`config.mk`:
```
export PLATFORM = sky130hd
export DESIGN_NAME = spiral_order_matrix_reader
export DESIGN_NICKNAME = d
export VERILOG_FILES = /design/src/rtl/sor_pkg.sv /design/src/rtl/sor_ctrl.sv /design/src/rtl/sor_datapath.sv /design/src/rtl/spiral_order_matrix_reader.sv
export SDC_FILE = /design/constraint.sdc
export NUM_CORES = 2
export LEC_CHECK = 0
export BUFFER_PORTS_ARGS = -buffer_cell sky130_fd_sc_hd__buf_2
export CORE_MARGIN = 3
export CORE_UTILIZATION = 66
export CTS_CLUSTER_DIAMETER = 120
export DETAILED_ROUTE_END_ITERATION = 10
export PLACE_DENSITY = 0.92
export SLEW_MARGIN = 15
export SYNTH_ARGS = -nofsm -noshare
export SYNTH_HDL_FRONTEND = slang
export SYNTH_HIERARCHICAL = 1
export SYNTH_SLANG_ARGS = --single-unit
```
`constraint.sdc`:
```
create_clock -name aclk -period 11.5 [get_ports aclk]
set_input_delay 1.725 -clock aclk [delete_from_list [all_inputs] [get_ports aclk]]
set_output_delay 1.725 -clock aclk [all_outputs]
set_load 0.005 [all_outputs]
```
`src/rtl/sor_pkg.sv`:
```
// Shared types and constants for the spiral order matrix reader.
`timescale 1ns / 1ps
`default_nettype none

package sor_pkg;

    // Default largest matrix side
    localparam int MAX_DIM_DEF = 8;

    // Word and register widths
    localparam int DATA_W    = 32;
    localparam int CFG_W     = 4;
    localparam int CFG_IDX_W = 2;

    // Register indexes
    localparam logic [CFG_IDX_W-1:0] REG_NUM_ROWS = 2'd0;
    localparam logic [CFG_IDX_W-1:0] REG_NUM_COLS = 2'd1;

    // Walk direction around the current ring
    typedef enum logic [1:0] {
        DIR_RIGHT = 2'd0,
        DIR_DOWN  = 2'd1,
        DIR_LEFT  = 2'd2,
        DIR_UP    = 2'd3
    } dir_t;

    // Commands from the controller to the datapath
    typedef struct packed {
        logic load_we;    // store the incoming word
        logic start_walk; // set up the spiral walk, clear the counter
        logic rd_en;      // read the store at the walk position
        logic step;       // advance the walk after an output word
        logic finish;     // last word gone, return to loading
    } cmd_t;

    // Status from the datapath to the controller
    typedef struct packed {
        logic load_done;  // current load word completes the matrix
        logic emit_last;  // word on show is the final one
    } sts_t;

endpackage

`default_nettype wire

```
`src/rtl/sor_ctrl.sv`:
```
// Controller state machine: loading, store read and output phases.
`timescale 1ns / 1ps
`default_nettype none

module sor_ctrl
    import sor_pkg::*;
(
    input  wire logic aclk,
    input  wire logic aresetn,
    input  wire logic s_tvalid,
    output logic      s_tready,
    output logic      m_tvalid,
    input  wire logic m_tready,
    input  wire sts_t sts,
    output cmd_t      cmd
);

    typedef enum logic [2:0] {
        ST_LOAD = 3'b001,
        ST_READ = 3'b010,
        ST_SHOW = 3'b100
    } state_t;

    state_t state_reg, state_next;
    logic   in_acc, out_acc;

    assign s_tready = (state_reg == ST_LOAD);
    assign m_tvalid = (state_reg == ST_SHOW);
    assign in_acc   = s_tready && s_tvalid;
    assign out_acc  = m_tvalid && m_tready;

    // Drive datapath commands
    always_comb begin
        cmd            = '0;
        cmd.load_we    = in_acc;
        cmd.start_walk = in_acc && sts.load_done;
        cmd.rd_en      = (state_reg == ST_READ);
        cmd.step       = out_acc && !sts.emit_last;
        cmd.finish     = out_acc && sts.emit_last;
    end

    // Advance the phase
    always_comb begin
        state_next = state_reg;
        unique case (state_reg)
            ST_LOAD: begin
                if (in_acc && sts.load_done) state_next = ST_READ;
            end
            ST_READ: begin
                state_next = ST_SHOW;
            end
            ST_SHOW: begin
                if (out_acc) state_next = sts.emit_last ? ST_LOAD : ST_READ;
            end
            default: state_next = ST_LOAD;
        endcase
    end

    always_ff @(posedge aclk) begin
        if (!aresetn) begin
            state_reg <= ST_LOAD;
        end else begin
            state_reg <= state_next;
        end
    end

endmodule

`default_nettype wire

```
`src/rtl/sor_datapath.sv`:
```
// Datapath: size registers, element store, word counter and spiral walker.
`timescale 1ns / 1ps
`default_nettype none

module sor_datapath
    import sor_pkg::*;
#(
    parameter int MAX_DIM = MAX_DIM_DEF
) (
    input  wire logic                 aclk,
    input  wire logic                 aresetn,
    input  wire logic                 cfg_valid,
    input  wire logic [CFG_IDX_W-1:0] cfg_index,
    input  wire logic [CFG_W-1:0]     cfg_data,
    input  wire logic [DATA_W-1:0]    in_word,
    input  wire cmd_t                 cmd,
    output sts_t                      sts,
    output logic [DATA_W-1:0]         out_word,
    output logic                      out_last
);

    localparam int DEPTH  = MAX_DIM * MAX_DIM;
    localparam int ADDR_W = (DEPTH > 1) ? $clog2(DEPTH) : 1;
    localparam int TOT_W  = $clog2(DEPTH + 1);
    localparam int CNT_W  = $clog2(MAX_DIM + 1);
    localparam int IDX_W  = (MAX_DIM > 1) ? $clog2(MAX_DIM) : 1;

    logic [CNT_W-1:0]  rows_reg, rows_next, cols_reg, cols_next;
    logic [CNT_W-1:0]  cfg_dim;
    logic [TOT_W-1:0]  count_reg, count_next;
    logic [TOT_W-1:0]  total_m1, addr_full;
    logic [IDX_W-1:0]  row_reg, row_next, col_reg, col_next;
    logic [IDX_W-1:0]  top_reg, top_next, bot_reg, bot_next;
    logic [IDX_W-1:0]  lft_reg, lft_next, rgt_reg, rgt_next;
    dir_t              dir_reg, dir_next;
    logic              cfg_hit;
    logic [DATA_W-1:0] mem [DEPTH];
    logic [DATA_W-1:0] rd_data_reg;

    // Clamp a written size into 1..MAX_DIM
    always_comb begin
        priority if (cfg_data == '0) begin
            cfg_dim = CNT_W'(1);
        end else if (cfg_data > CFG_W'(MAX_DIM)) begin
            cfg_dim = CNT_W'(MAX_DIM);
        end else begin
            cfg_dim = CNT_W'(cfg_data);
        end
    end

    assign cfg_hit = cfg_valid &&
                     ((cfg_index == REG_NUM_ROWS) || (cfg_index == REG_NUM_COLS));

    always_comb begin
        rows_next = rows_reg;
        cols_next = cols_reg;
        if (cfg_valid && (cfg_index == REG_NUM_ROWS)) rows_next = cfg_dim;
        if (cfg_valid && (cfg_index == REG_NUM_COLS)) cols_next = cfg_dim;
    end

    assign total_m1 = TOT_W'(TOT_W'(rows_reg) * TOT_W'(cols_reg) - TOT_W'(1));

    // Count words loaded, then words emitted
    always_comb begin
        count_next = count_reg;
        priority if (cfg_hit || cmd.start_walk || cmd.finish) begin
            count_next = '0;
        end else if (cmd.load_we || cmd.step) begin
            count_next = count_reg + TOT_W'(1);
        end
    end

    assign sts.load_done = (count_reg == total_m1);
    assign sts.emit_last = (count_reg == total_m1);

    // Walk the rings: move along an edge, turn and shrink a bound at its end
    always_comb begin
        row_next = row_reg;
        col_next = col_reg;
        top_next = top_reg;
        bot_next = bot_reg;
        lft_next = lft_reg;
        rgt_next = rgt_reg;
        dir_next = dir_reg;
        if (cmd.start_walk) begin
            row_next = '0;
            col_next = '0;
            top_next = '0;
            lft_next = '0;
            bot_next = IDX_W'(rows_reg - CNT_W'(1));
            rgt_next = IDX_W'(cols_reg - CNT_W'(1));
            dir_next = DIR_RIGHT;
        end else if (cmd.step) begin
            unique case (dir_reg)
                DIR_RIGHT: begin
                    if (col_reg == rgt_reg) begin
                        top_next = top_reg + IDX_W'(1);
                        row_next = row_reg + IDX_W'(1);
                        dir_next = DIR_DOWN;
                    end else begin
                        col_next = col_reg + IDX_W'(1);
                    end
                end
                DIR_DOWN: begin
                    if (row_reg == bot_reg) begin
                        rgt_next = rgt_reg - IDX_W'(1);
                        col_next = col_reg - IDX_W'(1);
                        dir_next = DIR_LEFT;
                    end else begin
                        row_next = row_reg + IDX_W'(1);
                    end
                end
                DIR_LEFT: begin
                    if (col_reg == lft_reg) begin
                        bot_next = bot_reg - IDX_W'(1);
                        row_next = row_reg - IDX_W'(1);
                        dir_next = DIR_UP;
                    end else begin
                        col_next = col_reg - IDX_W'(1);
                    end
                end
                DIR_UP: begin
                    if (row_reg == top_reg) begin
                        lft_next = lft_reg + IDX_W'(1);
                        col_next = col_reg + IDX_W'(1);
                        dir_next = DIR_RIGHT;
                    end else begin
                        row_next = row_reg - IDX_W'(1);
                    end
                end
                default: dir_next = DIR_RIGHT;
            endcase
        end
    end

    // Row-major store address of the walk position
    assign addr_full = TOT_W'(TOT_W'(row_reg) * TOT_W'(cols_reg) + TOT_W'(col_reg));

    // Element store: write while loading, registered read while emitting
    always_ff @(posedge aclk) begin
        if (cmd.load_we) mem[count_reg[ADDR_W-1:0]] <= in_word;
        if (cmd.rd_en) rd_data_reg <= mem[addr_full[ADDR_W-1:0]];
    end

    assign out_word = rd_data_reg;
    assign out_last = sts.emit_last;

    // Walker position and bounds
    always_ff @(posedge aclk) begin
        row_reg <= row_next;
        col_reg <= col_next;
        top_reg <= top_next;
        bot_reg <= bot_next;
        lft_reg <= lft_next;
        rgt_reg <= rgt_next;
    end

    // Control state
    always_ff @(posedge aclk) begin
        if (!aresetn) begin
            rows_reg  <= CNT_W'(MAX_DIM);
            cols_reg  <= CNT_W'(MAX_DIM);
            count_reg <= '0;
            dir_reg   <= DIR_RIGHT;
        end else begin
            rows_reg  <= rows_next;
            cols_reg  <= cols_next;
            count_reg <= count_next;
            dir_reg   <= dir_next;
        end
    end

endmodule

`default_nettype wire

```
`src/rtl/spiral_order_matrix_reader.sv`:
```
// Top level of the spiral order matrix reader.
//
// Load a num_rows x num_cols matrix of signed 32-bit words in row-major order, one
// word per cycle on the s_ stream; when the final word is taken the block stops
// accepting input and emits every word in clockwise spiral order on the m_ stream,
// with m_tlast on the final word, then returns to loading. Each output word passes
// through a registered read of the element store and is then held in the output
// register until the sink takes it. Sizes 0 act as 1 and sizes above MAX_DIM act
// as MAX_DIM; a size write clears a partly loaded matrix.
`timescale 1ns / 1ps
`default_nettype none

module spiral_order_matrix_reader
    import sor_pkg::*;
#(
    parameter int MAX_DIM = MAX_DIM_DEF
) (
    input  wire logic                 aclk,
    input  wire logic                 aresetn,
    // Configuration write channel
    input  wire logic                 cfg_valid,
    output logic                      cfg_ready,
    input  wire logic [CFG_IDX_W-1:0] cfg_index,
    input  wire logic [CFG_W-1:0]     cfg_data,
    // Input stream
    input  wire logic                 s_tvalid,
    output logic                      s_tready,
    input  wire logic [DATA_W-1:0]    s_tdata,  // [31:0] element_value
    // Output stream
    output logic                      m_tvalid,
    input  wire logic                 m_tready,
    output logic [DATA_W-1:0]         m_tdata,  // [31:0] out_value
    output logic                      m_tlast   // out_last
);

    cmd_t cmd;
    sts_t sts;

    assign cfg_ready = 1'b1;

    sor_ctrl u_ctrl (
        .aclk     (aclk),
        .aresetn  (aresetn),
        .s_tvalid (s_tvalid),
        .s_tready (s_tready),
        .m_tvalid (m_tvalid),
        .m_tready (m_tready),
        .sts      (sts),
        .cmd      (cmd)
    );

    sor_datapath #(
        .MAX_DIM (MAX_DIM)
    ) u_datapath (
        .aclk      (aclk),
        .aresetn   (aresetn),
        .cfg_valid (cfg_valid),
        .cfg_index (cfg_index),
        .cfg_data  (cfg_data),
        .in_word   (s_tdata),
        .cmd       (cmd),
        .sts       (sts),
        .out_word  (m_tdata),
        .out_last  (m_tlast)
    );

endmodule

`default_nettype wire

```
==> results.yml <==
outcome:
  status: "complete, no violations"
layout:
  drive_gt1_frac: 0.2980
  fin_util: 0.7420
  nets: 3728
  fillers: 5752
  syn_to_final_growth_pct: 10.96
  instances_no_fill: 5437
  largest_reg_flops: 2048
timing:
  rsz0062_at_grt: "no"
  tns_ns: 0
  fmaxAchievable_ghz: 0.1467
  setup_slack_ns: 4.682
  max_slew_margin: 0.1767
  finalCriticalPeriod_ns: 6.818
  hold_ws_ns: 0.5236
  fin_worst_skew_ns: 0.03554
  maxSlewViolCount: 0
  hold_viol_final: 0
  fin_crit_sh: 0.5929
  finalSetupViolations: 0
  worst_slew_pin_slew_ns: 1.231
global_routing:
  antenna_found_initial: 18
  overflow: 0
  grt_max_degree: 154
  grt_pass1_vias: 43522
  grt_pass1_wl_um: 353300
  grtUsageTotal: 0.4120
clocking:
  cts_setup_buffers: 0
  clock_latency_ns: 0.84
  clk_path_buf_depth: 3
  cts_sinks: 2118
  cts_resized: 0
  clkTransAtPathRegs_ns: 0.06
  root_buffer: "clkbuf_16"
  cts_tree: "done"
  numCtsBuffers: 195
  htreeDepth: 4
  ctsHoldBuffers: 0
run:
  drv_cap: 0
yosys:
  ys_top_cells_by_area: "edfxtp_1, mux4_2, dfxtp_1"
  avgSynthCellArea_um2: 23.64
  synth_cells: 3461
  synth_nets: 3547
  synth_seq_area_share: 0.7734
  synth_area_mm2: 0.08182
  synth_seq_cells: 2118
  synth_top_area_frac: 0.7656
  synth.distinct_cells: 45
  ys.warnings.count: 6
  synth_top_cell_by_area: "edfxtp_1"
floorplanning:
  die_h_um: 358.1
  initial_core_util: 0.6687
  row_count: 128
  core_area_mm2: 0.1224
  die_w_um: 358.1
  fp.dieArea_mm2: 0.1282
  io_pins: 79
drt:
  vias: 42991
  drcViolationCount: 0
  antenna_left: 0
  drt_first_pass_iters: 6
  wl_per_cell_um: 47.05
  vias_per_cell: 7.907
  wl_um: 255800
  drtIter0Drc: 8692
setup_path:
  critPathRequiredTime_ns: 9.78
  path_max_fanout: 8
  worst_ep_arrival_time_ns: 5.09
  worst_setup_path_end_kind: "output port"
  crit_type: "reg -> out"
  crit_path_start_kind: "flop"
power_and_ir_drop:
  cellPowerDensity_mw_per_mm2: 166.2
  p_leak_nw: 27.99
  peakVddDrop_uv: 178.6
placement:
  place_ws_ns: 5.214
  hpwl_um: 129500
  gp_congestion: 0.8315
  dp.cells: 5069
  numPortBuffers: 77
worst_hold_path:
  hold_path.class: "reg -> reg"
-- worst max-delay path: stages, from the launching register on --
cell     delay (ns)
dfxtp_1        0.52
nand2_1        0.20
ha_1           0.35
fa_1           0.48
fa_1           0.49
inv_1          0.04
ha_1           0.34
a21o_1         0.23
a21o_1         0.19
a21oi_1        0.23
xnor2_1        0.12
nor4_2         0.80
buf_2          0.25
-- worst paths after layout --
check	from	end	slack (ns)	cells after the start
setup / recovery	u_datapath/cols_reg[3]	m_tlast	4.68	12
hold / removal	u_datapath/lft_reg[1]	u_datapath/lft_reg[1]	0.52	2
setup reg to reg	u_datapath/cols_reg[1]	u_datapath/out_word[28]	4.88	12
hold reg to reg	u_datapath/lft_reg[1]	u_datapath/lft_reg[1]	0.52	2
-- power breakdown --
group / leakage (nW) / switching (mW) / internal, mW / total (mW)
clock network: 2.94 / 2.93 / 3.41 / 6.34
registers: 19.0 / 0.0177 / 8.50 / 8.52
logic: 6.02 / 0.184 / 0.0360 / 0.220
total: 28.0 / 3.14 / 11.9 / 15.1
-- stage by stage --
| stage | power (mW) | cell area (um2) |
|---|---|---|
| 3_3_place_gp | 8.858 | 84620 |
| 2_1_floorplan | 8.725 | 81820 |
| 5_1_grt | 15.35 | 90770 |
| 3_5_place_dp | 8.890 | 84620 |
| 6_report | 15.08 | 90780 |
| 4_1_cts | 15.08 | 90670 |
-- synth_stat cells (all sizes together) --
master / instances
a211oi: 18
a21boi: 1
a21o: 8
a21oi: 27
a22oi: 64
and2: 17
and3: 4
buf: 108
clkbuf: 74
conb: 1
dfxtp: 32
edfxtp: 2086
fa: 11
ha: 32
inv: 28
mux2: 2
mux2i: 36
mux4: 621
nand2: 62
nand2b: 2
nand3: 17
nand3b: 2
nand4: 5
nor2: 98
nor2b: 29
nor3: 3
nor3b: 4
nor4: 1
nor4b: 3
o211a: 1
o211ai: 1
o21ai: 3
o2bb2ai: 1
o31ai: 2
or2: 2
or3: 4
or3b: 2
xnor2: 27
xor2: 22
-- layout by cell type (no fill, tap or decap), types with 27 or more instances in the layout --
cell type and instances:
edfxtp_1 2086, mux4_2 621, clkbuf_16 201, buf_4 107
nor2_4 68, a22oi_1 64, nand2_1 62, clkbuf_1 55
buf_2 51, clkinv_1 40, mux2i_1 36, dfxtp_1 32
clkinv_2 30, nor2_1 30, ha_1 30, nor2b_1 29
inv_1 28, xnor2_1 27, a21oi_1 27
-- final cells by class --
class / instances / area (um2) / area share
sequential: 2118 / 63280 / 0.6971
multi-input combinational: 1133 / 18080 / 0.1991
clock buffer: 258 / 5264 / 0.05798
tap: 1625 / 2033 / 0.02240
timing repair buffer: 166 / 1219 / 0.01342
clock inverter: 102 / 788.3 / 0.008683
inverter: 28 / 105.1 / 0.001158
antenna: 7 / 17.52 / 0.0001930
-- logic make-up (layout without fill, tap and decap cells) --
family,after synthesis,count (layout),synth area share
DFF,2118,2118,0.7734
muxes,659,659,0.1756
and+or+nand+nor,255,255,0.01474
buffers and inverters,210,554,0.01263
AOI/OAI and AO/OA,126,126,0.01069
xor gates and xnor gates,49,49,0.005245
adders and majority gates,43,43,0.007585
other,1,8,0.00004583
-- routing by layer --
metal  track usage  wire length [um]
met1        0.4954             71900
met2        0.6538            123500
met3        0.1118             36120
met4        0.2950             24160
met5     0.0003774               157
(Power assumes the default switching activity.)
